==> src/kmc_pkg.sv <==
// Shared types and constants of the k-means colour clustering unit.
`default_nettype none
package kmc_pkg;

  localparam int MAX_CLUSTERS_DEF = 16;
  localparam int COORD_BITS_DEF   = 12;
  localparam int COUNT_BITS_DEF   = 24;

  localparam int COLOR_W   = 8;
  localparam int SLOT_W    = 4;
  localparam int IDX_OUT_W = 4;
  localparam int CFG_W     = 5;

  localparam logic [CFG_W-1:0] CC_RESET = 5'd16;

  localparam logic [1:0] REQ_LOAD  = 2'd0;
  localparam logic [1:0] REQ_CLASS = 2'd1;
  localparam logic [1:0] REQ_PASS  = 2'd2;
  localparam logic [1:0] REQ_SPARE = 2'd3;

  localparam logic KIND_PIXEL  = 1'b0;
  localparam logic KIND_CENTRE = 1'b1;

  typedef enum logic [1:0] {
    OP_NONE,
    OP_LOAD,
    OP_ACCUM,
    OP_SHIFT
  } cell_op_e;

  typedef struct packed {
    cell_op_e op;
    logic     sel;
  } cell_ctrl_t;

  typedef enum logic [2:0] {
    ST_IDLE,
    ST_LOAD,
    ST_CLASS,
    ST_DSTART,
    ST_DRUN,
    ST_DDONE
  } state_e;

endpackage
`default_nettype wire

==> src/kmc_div_lane.sv <==
// Restoring divider lane: one quotient bit per step.
`default_nettype none
module kmc_div_lane import kmc_pkg::*; #(
  parameter int SUM_W = 36,
  parameter int CNT_W = 24,
  parameter int QW    = 12
) (
  input  wire logic             clk_i,
  input  wire logic             load_i,
  input  wire logic             step_i,
  input  wire logic [SUM_W-1:0] sum_i,
  input  wire logic [CNT_W-1:0] cnt_i,
  output logic      [QW-1:0]    quo_o
);

  localparam int W = (SUM_W > CNT_W + QW) ? SUM_W : CNT_W + QW;

  logic [W-1:0]  rem_q;
  logic [W-1:0]  dv_q;
  logic [QW-1:0] quo_q;

  always_ff @(posedge clk_i) begin
    if (load_i) begin
      rem_q <= W'(sum_i);
      dv_q  <= W'(cnt_i) << (QW - 1);
      quo_q <= '0;
    end else if (step_i) begin
      if (rem_q >= dv_q) begin
        rem_q <= rem_q - dv_q;
        quo_q <= {quo_q[QW-2:0], 1'b1};
      end else begin
        quo_q <= {quo_q[QW-2:0], 1'b0};
      end
      dv_q <= dv_q >> 1;
    end
  end

  assign quo_o = quo_q;

endmodule
`default_nettype wire

==> config.mk <==
export PLATFORM = sky130hd
export DESIGN_NAME = kmc_div_lane
export DESIGN_NICKNAME = d
export VERILOG_FILES = /design/src/kmc_pkg.sv /design/src/kmc_div_lane.sv
export SDC_FILE = /design/constraint.sdc
export NUM_CORES = 1
export LEC_CHECK = 0
export BUFFER_PORTS_ARGS = -buffer_cell sky130_fd_sc_hd__buf_2
export CORE_MARGIN = 8
export CORE_UTILIZATION = 42
export DETAILED_ROUTE_END_ITERATION = 10
export PLACE_DENSITY = 0.62
export SETUP_SLACK_MARGIN = 0.4
export SYNTH_ARGS = -nofsm -noshare
export SYNTH_HDL_FRONTEND = slang
export SYNTH_SLANG_ARGS = --single-unit
==> constraint.sdc <==
create_clock -name clk_i -period 3.4 [get_ports clk_i]
set_input_delay 0 -clock clk_i [delete_from_list [all_inputs] [get_ports clk_i]]
set_output_delay 0 -clock clk_i [all_outputs]
set_load 0.1 [all_outputs]
==> flow_metrics.env <==
export IMPL_htreeDepth=3
export IMPL_nFillCells=1171
export IMPL_die_x_um=130.9
export IMPL_cts_tree="done"
export IMPL_use_met2=0.2780
export IMPL_die_y_um=130.9
export IMPL_design_area_um2=7107
export IMPL_wl_per_cell_um=15.71
export IMPL_dr_pass1_iters=4
export IMPL_cts_buffer_depth=2
export IMPL_antenna_cells=0
export IMPL_ys_seq_area_frac=0.4079
export IMPL_numCtsBuffers=9
export IMPL_fin_skew_ns=0.01049
export IMPL_die_area_um2=17140
export IMPL_netlist_instances=605
export IMPL_relSlewSlack=0.4767
export IMPL_placed_cells=827
export IMPL_reg2reg_from="rem_q[0]"
export IMPL_fmax_mhz=341.2
export IMPL_grt_use_total=0.1698
export IMPL_reg2reg_setup_slack_ns=0.47
export IMPL_cts_root_buf="clkbuf_16"
export IMPL_fin_crit_sh=0.8621
export IMPL_register_area_um2=2262
export IMPL_r2r_end="rem_q[18]"
export IMPL_coreArea_um2=13090
export IMPL_clkPwrFrac=0.185
export IMPL_hold_end="rem_q[33]"
export IMPL_path_class="reg2reg"
export IMPL_avgSynthCellArea_um2=9.168
export IMPL_synth_edff_count=60
export IMPL_p_leak_nw=3.046
export IMPL_worstPathRequired_ns=3.51
export IMPL_synth_distinct_cells=68
export IMPL_clk_pin_slew_ns=0.07
export IMPL_hold_viol_final=0
export IMPL_io_buffers=74
export IMPL_grt_antenna_before_repair=0
export IMPL_arrival_ns=3.05
export IMPL_syn_to_final_growth_pct=28.13
export IMPL_first_iter_violations=321
export IMPL_grt_pass1_vias=4894
export IMPL_clk_latency_ns=0.35
export IMPL_multiInputGateArea_um2=3049
export IMPL_ff2ff_path_depth=13
export IMPL_use_met3=0.03369
export IMPL_vdd_drop_max_mv=0.3322
export IMPL_via_per_inst=5.252
export IMPL_drt_wl_total_mm=14.34
export IMPL_num_vias=4795
export IMPL_tns_ns=0
export IMPL_initial_utilization=0.4239
export IMPL_synth_main_ff_cell="edfxtp_1"
export IMPL_share_seq_of_total_power=0.278
export IMPL_dp_hpwl_mm=10.09
export IMPL_worstHoldPathCells=3
export IMPL_power_frac_comb=0.537
export IMPL_cp_start_kind="flop"
export IMPL_internal_power_mw=3.142
export IMPL_holdCritStartpoint="sum_i[33]"
export IMPL_fp_row_count=42
export IMPL_grt_busiest_layer="met2"
export IMPL_ios=75
export IMPL_p_per_area_nw_per_um2=755.8
export IMPL_setup_viol=0
export IMPL_path_max_fanout=10
export IMPL_gp_congestion=0.9213
export IMPL_clock_sinks=83
export IMPL_holdCritPathClass="in2reg"
export IMPL_maxSlewViolCount=0
export IMPL_ys_async_sr_fraction=0
export IMPL_antenna_left=0
export IMPL_grt_pass1_wl_mm=23.08
export IMPL_nNetsFinal=831
export IMPL_synth_warnings=0
export IMPL_syn_nets=704
export IMPL_tightest_slew_ns=0.7849
export IMPL_grt_overflow=0
export IMPL_dpl_cell_area_um2=6048
export IMPL_syn_area_um2=5547
export IMPL_swShare=0.4151
export IMPL_worstSetupEndpointType="flop"
export IMPL_rsz0062_at_grt="yes"
export IMPL_synth_seq_cells=83
export IMPL_min_period_ns=2.931
export IMPL_drcViolationCount=0
export IMPL_grt_max_degree=77
export IMPL_outcome="finished, final reports clean"
export IMPL_drive_gt1_frac=0.1927
export IMPL_maxCapViolCount=0
export IMPL_met1_usage=0.2148
export IMPL_fin_cells=913
export IMPL_switching_power_mw=2.230
-- what timing repair did --
item,in CTS,in global routing
gates resized for setup,7,6
gates cloned,2,0
setup endpoints to repair,40,44
hold buffers,56,0
pin swaps,5,5
endpoints found under the hold margin,56,0
buffers inserted,7,5
-- stage by stage --
stage | setup WS [ns] | utilization | hold WS (ns) | total power, mW
finish | 0.4690 | 0.5431 | 0.05405 | 5.371
global route | 0.3118 | 0.5431 | 0.07127 | 5.737
CTS | 0.3471 | 0.5375 | 0.04497 | 5.287
detailed placement | 0.1396 | 0.4622 | 0.2824 | 4.133
global placement | 0.2299 | 0.4622 | 0.2751 | 4.088
floorplan | 0.4432 | - | 0.1854 | 3.548
-- registers in the layout, summed over array words and instances, names as in the netlist --
name and count:
rem_q 36, quo_o 12, dv_q 35
-- power by group through the flow --
stage	clock network [mW]	logic, mW	registers [mW]
after detailed placement	0	2.62	1.52
after global routing	1.06	3.16	1.51
after floorplan	0	2.03	1.52
after global placement	0	2.58	1.50
final	0.993	2.88	1.49
after CTS	1.02	2.77	1.50
-- routing by layer --
layer  up-vias  routed length (um)
met4         0                 364
met5         -                   0
met1      2218                6700
li1       2446                   -
met3        23                 680
met2       108                6594
-- cell usage in the layout (no fill, tap or decap), types with 5 or more instances in the layout --
cell type      netlist  final
a21o_1              22     22
a21oi_1             36     36
a22o_1               8      8
and3_1               7      7
buf_2                7     73
buf_4                0     16
clkbuf_16            0     10
dfxtp_1             23     23
dlygate4sd3_1        0     56
edfxtp_1            60     60
ha_1                35     34
inv_1               47     46
mux2i_1             23     23
nand2_1             73     73
nand3_1             11     10
nand4_1             13     13
nor2_1              46     45
nor3_1               8      8
o211ai_1             5      5
o21ai_0             36     36
o21ai_1              6      5
o21bai_1             7      7
o31ai_1             18     18
xnor2_1             14     14
xor2_1              12     12
-- cell families after synthesis --
family	count (synthesis)	synth area share
AOI/OAI and AO/OA	171	0.2107
xor gates and xnor gates	26	0.04106
adders and majority gates	36	0.08256
buffers and inverters	82	0.05729
DFF	83	0.4079
muxes	25	0.04557
and+or+nand+nor	182	0.1550
-- how the worst max path moves through the flow --
stage | slack (ns) | from | end | depth (start not counted)
after detailed placement | 0.14 | rem_q[0] | rem_q[15] | 12
final | 0.47 | rem_q[0] | rem_q[18] | 13
after global placement | 0.23 | rem_q[0] | rem_q[12] | 12
after floorplan | 0.44 | rem_q[0] | rem_q[0] | 12
after CTS | 0.35 | rem_q[0] | rem_q[18] | 13
after global routing | 0.31 | dv_q[8] | rem_q[18] | 11
-- worst max-delay path, cell delays in order (launching register included) --
cell and delay, ns:
edfxtp_1 0.38, inv_1 0.07, ha_2 0.18, inv_2 0.04, fa_2 0.33, a21o_1 0.18
a221o_2 0.39, nand3_2 0.09, a21oi_2 0.07, nor4_4 0.19, o31a_4 0.18, nor4_4 0.06
or3_4 0.37, buf_12 0.16
-- cell usage after synthesis (all sizes together), types with 2 or more instances --
cell type | count | area, um2
a21o | 22 | 165.2
edfxtp | 60 | 1802
a211oi | 4 | 30.03
xor2 | 12 | 105.1
o21ai | 45 | 236.5
nand2b | 3 | 18.77
nor4 | 3 | 40.04
nor2b | 2 | 12.51
o21bai | 7 | 52.55
a21boi | 4 | 30.03
buf | 7 | 35.03
nor3 | 8 | 40.04
o211ai | 6 | 50.05
o31ai | 19 | 147.6
xnor2 | 14 | 122.6
clkbuf | 26 | 98.84
nor2 | 48 | 185.2
o31a | 2 | 26.28
nand2 | 74 | 280.3
inv | 48 | 180.2
ha | 35 | 437.9
nor3b | 3 | 22.52
a311oi | 3 | 32.53
dfxtp | 23 | 460.4
a21oi | 37 | 188.9
nand4 | 13 | 81.33
nand3 | 12 | 65.06
or4 | 2 | 18.77
or3 | 3 | 18.77
a31oi | 3 | 25.02
a22o | 8 | 70.07
mux2 | 2 | 22.52
and3 | 8 | 55.05
mux2i | 23 | 230.2
-- area by class of cell --
type,count,share of cell area
clock inverter,5,0.005810
clock buffer,11,0.03715
tap,176,0.03099
timing repair buffer,147,0.1528
sequential,83,0.3183
multi-input combinational,442,0.4290
inverter,49,0.02588
(Power assumes the default switching activity.)
