## config.mk

```make
export PLATFORM = sky130hd
export DESIGN_NAME = kmc_cell
export DESIGN_NICKNAME = d
export VERILOG_FILES = /design/src/kmc_pkg.sv /design/src/kmc_cell.sv
export SDC_FILE = /design/constraint.sdc
export NUM_CORES = 2
export LEC_CHECK = 0
export BUFFER_PORTS_ARGS = -buffer_cell sky130_fd_sc_hd__buf_4
export CORE_MARGIN = 8
export CORE_UTILIZATION = 58
export CTS_CLUSTER_SIZE = 24
export DETAILED_ROUTE_END_ITERATION = 10
export PLACE_DENSITY = 0.82
export SETUP_SLACK_MARGIN = 0.05
export SLEW_MARGIN = 20
export SYNTH_ARGS = -nofsm -noshare
export SYNTH_HDL_FRONTEND = slang
export SYNTH_SLANG_ARGS = --single-unit
```

## constraint.sdc

```tcl
create_clock -name clk_i -period 10.7 [get_ports clk_i]
set_input_delay 2.14 -clock clk_i [delete_from_list [all_inputs] [get_ports clk_i]]
set_output_delay 2.14 -clock clk_i [all_outputs]
set_load 0.02 [all_outputs]
```

## src/kmc_pkg.sv

```systemverilog
// Shared types and constants of the k-means colour clustering unit.
`default_nettype none
package kmc_pkg;

  localparam int MAX_CLUSTERS_DEF = 16;
  localparam int COORD_BITS_DEF   = 12;
  localparam int COUNT_BITS_DEF   = 24;

  localparam int COLOR_W   = 8;
  localparam int SLOT_W    = 4;
  localparam int IDX_OUT_W = 4;
  localparam int CFG_W     = 5;

  localparam logic [CFG_W-1:0] CC_RESET = 5'd16;

  localparam logic [1:0] REQ_LOAD  = 2'd0;
  localparam logic [1:0] REQ_CLASS = 2'd1;
  localparam logic [1:0] REQ_PASS  = 2'd2;
  localparam logic [1:0] REQ_SPARE = 2'd3;

  localparam logic KIND_PIXEL  = 1'b0;
  localparam logic KIND_CENTRE = 1'b1;

  typedef enum logic [1:0] {
    OP_NONE,
    OP_LOAD,
    OP_ACCUM,
    OP_SHIFT
  } cell_op_e;

  typedef struct packed {
    cell_op_e op;
    logic     sel;
  } cell_ctrl_t;

  typedef enum logic [2:0] {
    ST_IDLE,
    ST_LOAD,
    ST_CLASS,
    ST_DSTART,
    ST_DRUN,
    ST_DDONE
  } state_e;

endpackage
`default_nettype wire

```

## src/kmc_cell.sv

```systemverilog
// One centre cell: centre, running sums and count, plus a token stage for the nearest search.
`default_nettype none
module kmc_cell import kmc_pkg::*; #(
  parameter int IDX        = 0,
  parameter int IDX_W      = 4,
  parameter int COORD_BITS = 12,
  parameter int COUNT_BITS = 24
) (
  input  wire logic                 clk_i,
  input  wire logic                 rst_ni,
  input  wire cell_ctrl_t           ctrl_i,
  input  wire logic                 act_i,
  input  wire logic [2*COORD_BITS+3*COLOR_W-1:0] pix_i,
  input  wire logic                 tok_vld_i,
  input  wire logic [((2*COORD_BITS > 16) ? 2*COORD_BITS : 16)+2:0] tok_d_i,
  input  wire logic [IDX_W-1:0]     tok_idx_i,
  input  wire logic [3*COLOR_W-1:0] tok_rgb_i,
  output logic                      tok_vld_o,
  output logic [((2*COORD_BITS > 16) ? 2*COORD_BITS : 16)+2:0] tok_d_o,
  output logic [IDX_W-1:0]          tok_idx_o,
  output logic [3*COLOR_W-1:0]      tok_rgb_o,
  input  wire logic [2*COORD_BITS+3*COLOR_W-1:0] ctr_nb_i,
  input  wire logic [2*(COORD_BITS+COUNT_BITS)+3*(COLOR_W+COUNT_BITS)+COUNT_BITS-1:0] acc_nb_i,
  output logic [2*COORD_BITS+3*COLOR_W-1:0] ctr_o,
  output logic [2*(COORD_BITS+COUNT_BITS)+3*(COLOR_W+COUNT_BITS)+COUNT_BITS-1:0] acc_o
);

  localparam int C     = COORD_BITS;
  localparam int N     = COUNT_BITS;
  localparam int SXW   = C + N;
  localparam int SCW   = COLOR_W + N;
  localparam int DW    = ((2*C > 16) ? 2*C : 16) + 3;
  localparam int CTR_W = 2*C + 3*COLOR_W;

  logic [C-1:0]       cx_q, cy_q, px, py, dx, dy;
  logic [COLOR_W-1:0] cr_q, cg_q, cb_q, pr, pg, pb, dr, dg, db;
  logic [SXW-1:0]     sx_q, sy_q;
  logic [SCW-1:0]     sr_q, sg_q, sb_q;
  logic [N-1:0]       cnt_q;
  logic [2*C-1:0]     sqx, sqy;
  logic [15:0]        sqr, sqg, sqb;
  logic [DW-1:0]      sq_dist, tok_d_q;
  logic               take, tok_vld_q;
  logic [IDX_W-1:0]   tok_idx_q;
  logic [3*COLOR_W-1:0] tok_rgb_q;

  assign {px, py, pr, pg, pb} = pix_i;

  assign dx = (px >= cx_q) ? px - cx_q : cx_q - px;
  assign dy = (py >= cy_q) ? py - cy_q : cy_q - py;
  assign dr = (pr >= cr_q) ? pr - cr_q : cr_q - pr;
  assign dg = (pg >= cg_q) ? pg - cg_q : cg_q - pg;
  assign db = (pb >= cb_q) ? pb - cb_q : cb_q - pb;
  assign sqx = dx * dx;
  assign sqy = dy * dy;
  assign sqr = dr * dr;
  assign sqg = dg * dg;
  assign sqb = db * db;
  assign sq_dist = DW'(sqx) + DW'(sqy) + DW'(sqr) + DW'(sqg) + DW'(sqb);

  // The first cell always takes the token; later cells take it only on a strictly
  // smaller distance, so ties stay with the lower index.
  assign take = act_i && ((IDX == 0) || (sq_dist < tok_d_i));

  always_ff @(posedge clk_i or negedge rst_ni) begin
    if (!rst_ni) begin
      tok_vld_q <= 1'b0;
    end else begin
      tok_vld_q <= tok_vld_i;
    end
  end

  always_ff @(posedge clk_i) begin
    if (tok_vld_i) begin
      if (take) begin
        tok_d_q   <= sq_dist;
        tok_idx_q <= IDX_W'(IDX);
        tok_rgb_q <= {cr_q, cg_q, cb_q};
      end else begin
        tok_d_q   <= tok_d_i;
        tok_idx_q <= tok_idx_i;
        tok_rgb_q <= tok_rgb_i;
      end
    end
  end

  always_ff @(posedge clk_i or negedge rst_ni) begin
    if (!rst_ni) begin
      {cx_q, cy_q, cr_q, cg_q, cb_q} <= '0;
      {sx_q, sy_q, sr_q, sg_q, sb_q, cnt_q} <= '0;
    end else begin
      case (ctrl_i.op)
        OP_LOAD: begin
          if (ctrl_i.sel) begin
            {cx_q, cy_q, cr_q, cg_q, cb_q} <= pix_i;
          end
        end
        OP_ACCUM: begin
          if (ctrl_i.sel && (cnt_q != '1)) begin
            cnt_q <= cnt_q + N'(1);
            sx_q  <= sx_q + SXW'(px);
            sy_q  <= sy_q + SXW'(py);
            sr_q  <= sr_q + SCW'(pr);
            sg_q  <= sg_q + SCW'(pg);
            sb_q  <= sb_q + SCW'(pb);
          end
        end
        OP_SHIFT: begin
          {cx_q, cy_q, cr_q, cg_q, cb_q} <= ctr_nb_i;
          {sx_q, sy_q, sr_q, sg_q, sb_q, cnt_q} <= acc_nb_i;
        end
        default: begin
        end
      endcase
    end
  end

  assign tok_vld_o = tok_vld_q;
  assign tok_d_o   = tok_d_q;
  assign tok_idx_o = tok_idx_q;
  assign tok_rgb_o = tok_rgb_q;
  assign ctr_o     = CTR_W'({cx_q, cy_q, cr_q, cg_q, cb_q});
  assign acc_o     = {sx_q, sy_q, sr_q, sg_q, sb_q, cnt_q};

endmodule
`default_nettype wire

```

==> metrics.json <==
{
  "run": {
    "timing.max_cap.violations": 0
  },
  "global_route": {
    "vias_in_the_first_global_route": 34900,
    "global_route.overflow_total": 0,
    "grt_total_usage_pct": 38.1,
    "busiest_layer": "met2",
    "globalRouteMet1Util_pct": 41.9,
    "grt_pass1_wl_mm": 198,
    "gr-usage-met3_pct": 11.3,
    "maximum_number_of_pins_on_one_net_before_global_route_repair": 248,
    "met2_usage_pct": 63.7,
    "antenna_violations_before_repair": 16
  },
  "yosys": {
    "yosysMostFrequentCell": "inv_1",
    "synthTopCellsByCount": "inv_1, nand2_1, fa_1",
    "postSynthRegisterBits": 296,
    "async_reset_ff_share_pct": 81.4,
    "edff_count_synth": 55,
    "synthDominantCellAreaShare_pct": 21.7,
    "netlist_instances": 3837,
    "synthDistinctLibCells": 79,
    "synth.net_count": 4907,
    "netlist_area_sq_mm": 0.0342,
    "synth.yosys.seq_area_share_pct": 22.5,
    "netlist_top_cells_area": "fa_1, dfrtp_1, ha_1",
    "synthFlopType": "dfrtp_1",
    "yosys.area.top_type": "fa_1",
    "synthesized_area_divided_by_synthesized_cell_count_sq_um": 8.91,
    "yosysWarnings": 0
  },
  "setup_path": {
    "reg2reg_depth": 39,
    "worst_reg2reg_setup_slack_ns": 0.44,
    "timing.critical_path.required_ns": 11.04,
    "worst_r2r_startpoint": "cx_q[0]$_DFFE_PN0P_",
    "critPathMaxStageDelay_ns": 0.58,
    "criticalPathCategory": "in -> reg",
    "timing.critical_path.arrival_ns": 11.76,
    "critPathMaxFanout": 6,
    "crit_top_cell": "inv_2",
    "setup.worst_path.start_class": "input pin",
    "worstSetupEndpointType": "flip-flop",
    "worstReg2RegEnd": "tok_d_o[24]$_DFFE_PP_",
    "crit_path_top_delay_cell": "fa_2"
  },
  "sta": {
    "final_worst_hold_slack_ns": 0.573,
    "final.setup_skew_ns": 0.0302,
    "post-route-period-util_pct": 107,
    "timing.max_slew.rel_slack_pct": 28.7,
    "worstMarginPinSlew_ns": 1.07,
    "setup_viol": 18,
    "fin_ws_ns": -0.726,
    "maxSlewViolCount": 0,
    "layout_min_cycle_time_ns": 11.43,
    "final_hold_violations": 0,
    "rsz0062_at_grt": "yes",
    "max_freq_mhz": 87.5
  },
  "floorplanning": {
    "i_o_pin_count": 646,
    "floorplan.core_area_sq_mm": 0.0587,
    "initial_core_util_pct": 58.3,
    "std_cell_rows": 89,
    "die_area_sq_mm": 0.0670,
    "die-width_microns": 259,
    "die-height_microns": 259
  },
  "detailed_routing": {
    "drt_drc_violations_left": 0,
    "route.final.wire_length_mm": 132,
    "drt.antenna.violating_nets": 0,
    "drt-initial-drc-count": 3140,
    "route.detailed.wl_per_inst_microns": 22.9,
    "detailroute.via_count": 33000,
    "detail_route.vias_per_cell": 5.72,
    "drt_first_pass_iters": 5
  },
  "status": {
    "status": "finished, violations left",
    "violations_in_the_final_reports": "negative setup slack"
  },
  "final_layout": {
    "final.fill_count": 3719,
    "finish.cell_count_without_fillers": 5769,
    "post-route-cell-area_sq_mm": 0.0462,
    "layout_overhead_on_the_synthesized_area_pct": 35.1,
    "fraction_of_final_layout_cells_with_drive_strength_greater_than_1_pct": 31.4,
    "final_nets": 6023,
    "final_core_util_pct": 78.7
  },
  "clock_tree": {
    "number_of_buffers_inserted_during_clock_tree_synthesis": 36,
    "h-tree-depth": 2,
    "cts.sinks": 296,
    "cts-root-buf": "clkbuf_16",
    "ctsHoldBuffers": 0,
    "clkSlewWorstSetupHoldPaths_ns": 0.07,
    "cts_tree": "built",
    "worstSkewPairLatency_ns": 0.58,
    "maximum_root_to_sink_buffer_count": 3
  },
  "place": {
    "io_port_bufs": 645,
    "gp_congestion": 1.03,
    "placement.cell_area_sq_mm": 0.0436,
    "dp_cells": 5614,
    "dp.final_hpwl_mm": 106
  },
  "worst_hold_path": {
    "hold_path_class": "reg -> reg",
    "whs_path_depth": 2,
    "hold-path-endpoint": "sb_q[6]$_DFFE_PN0P_",
    "hold_path.startpoint": "sb_q[6]$_DFFE_PN0P_"
  }
}
-- sequential cells by signal, indices dropped and copies added (netlist names) --
signal     flops
tok_vld_o      1
sb_q          32
cnt_q         24
sx_q          36
sy_q          36
sr_q          32
cr_q           8
cx_q          12
tok_idx_o      4
cb_q           8
sg_q          32
cy_q          12
cg_q           8
tok_rgb_o     24
tok_d_o       27
-- critical path, delay by kind of cell --
kind	cells	cell delay (ns)
adders and majority gates	12	5.34
AOI/OAI and AO/OA	6	1.56
buffers and inverters	13	1.07
and+or+nand+nor	6	0.82
muxes	2	0.50
xor gates and xnor gates	2	0.31
-- layer usage --
metal | wire length [microns] | share of wire (%)
met1 | 44400 | 34
met2 | 63700 | 48
met3 | 12900 | 9.8
met4 | 11000 | 8.3
met5 | 42 | 0.032
-- kinds of logic (layout without fill, tap and decap cells) --
kind of cell / Yosys count / count (layout) / share of synthesized area, %
AND/OR/NAND/NOR: 979 / 979 / 12.7
flip-flops: 296 / 296 / 22.5
AO/OA/AOI/OAI: 701 / 701 / 12.4
multiplexers: 70 / 70 / 2.23
buffers and inverters: 826 / 1970 / 9.22
adder cells (fa/ha/maj): 720 / 720 / 34.5
XOR/XNOR: 245 / 245 / 6.47
other: 0 / 15 / 0
-- layout make-up --
type	count	area (sq um)	share of cell area (%)
inverter	702	2660	5.75
clock inverter	19	245	0.531
timing repair buffer	1202	9170	19.9
sequential	296	7680	16.6
clock buffer	47	1000	2.17
antenna	15	37.5	0.0813
tap	773	967	2.09
multi-input combinational	2715	24400	52.9
-- how the worst max path moves through the flow --
stage	from	end	slack [ns]
global route	pix_i[36]	tok_d_o[24]$_DFFE_PP_	-0.93
global placement	pix_i[16]	tok_d_o[24]$_DFFE_PP_	-1.15
CTS	pix_i[36]	tok_d_o[24]$_DFFE_PP_	-0.54
floorplan	pix_i[36]	tok_d_o[24]$_DFFE_PP_	-0.51
detailed placement	pix_i[16]	tok_d_o[24]$_DFFE_PP_	-1.30
finish	pix_i[36]	tok_d_o[24]$_DFFE_PP_	-0.73
-- through the flow --
stage	setup TNS (ns)	setup WS (ns)
after floorplan	-3.36	-0.510
after global placement	-15.79	-1.15
after detailed placement	-18.26	-1.30
after CTS	-4.25	-0.540
after global routing	-10.77	-0.932
final	-6.40	-0.726
-- what timing repair did --
item                       in CTS  in global routing
resized for setup              75                103
pin swaps                      91                114
buffers inserted               49                 29
setup endpoints to repair      19                 19
-- placed cells by master (no fill, tap or decap), drive strengths merged, types with 93 or more instances in the layout --
cell type  synthesis  final
inv              702    702
nor2             291    291
ha               349    349
o22ai             93     93
nand2            389    389
xor2             112    112
fa               371    371
o21ai            236    236
buf               34   1202
xnor2            133    133
a21oi            180    180
dfrtp            241    241
Power is left out: the tool's default activity adds up to more than one toggle a clock period on the data nets, which glitch-free logic cannot reach.
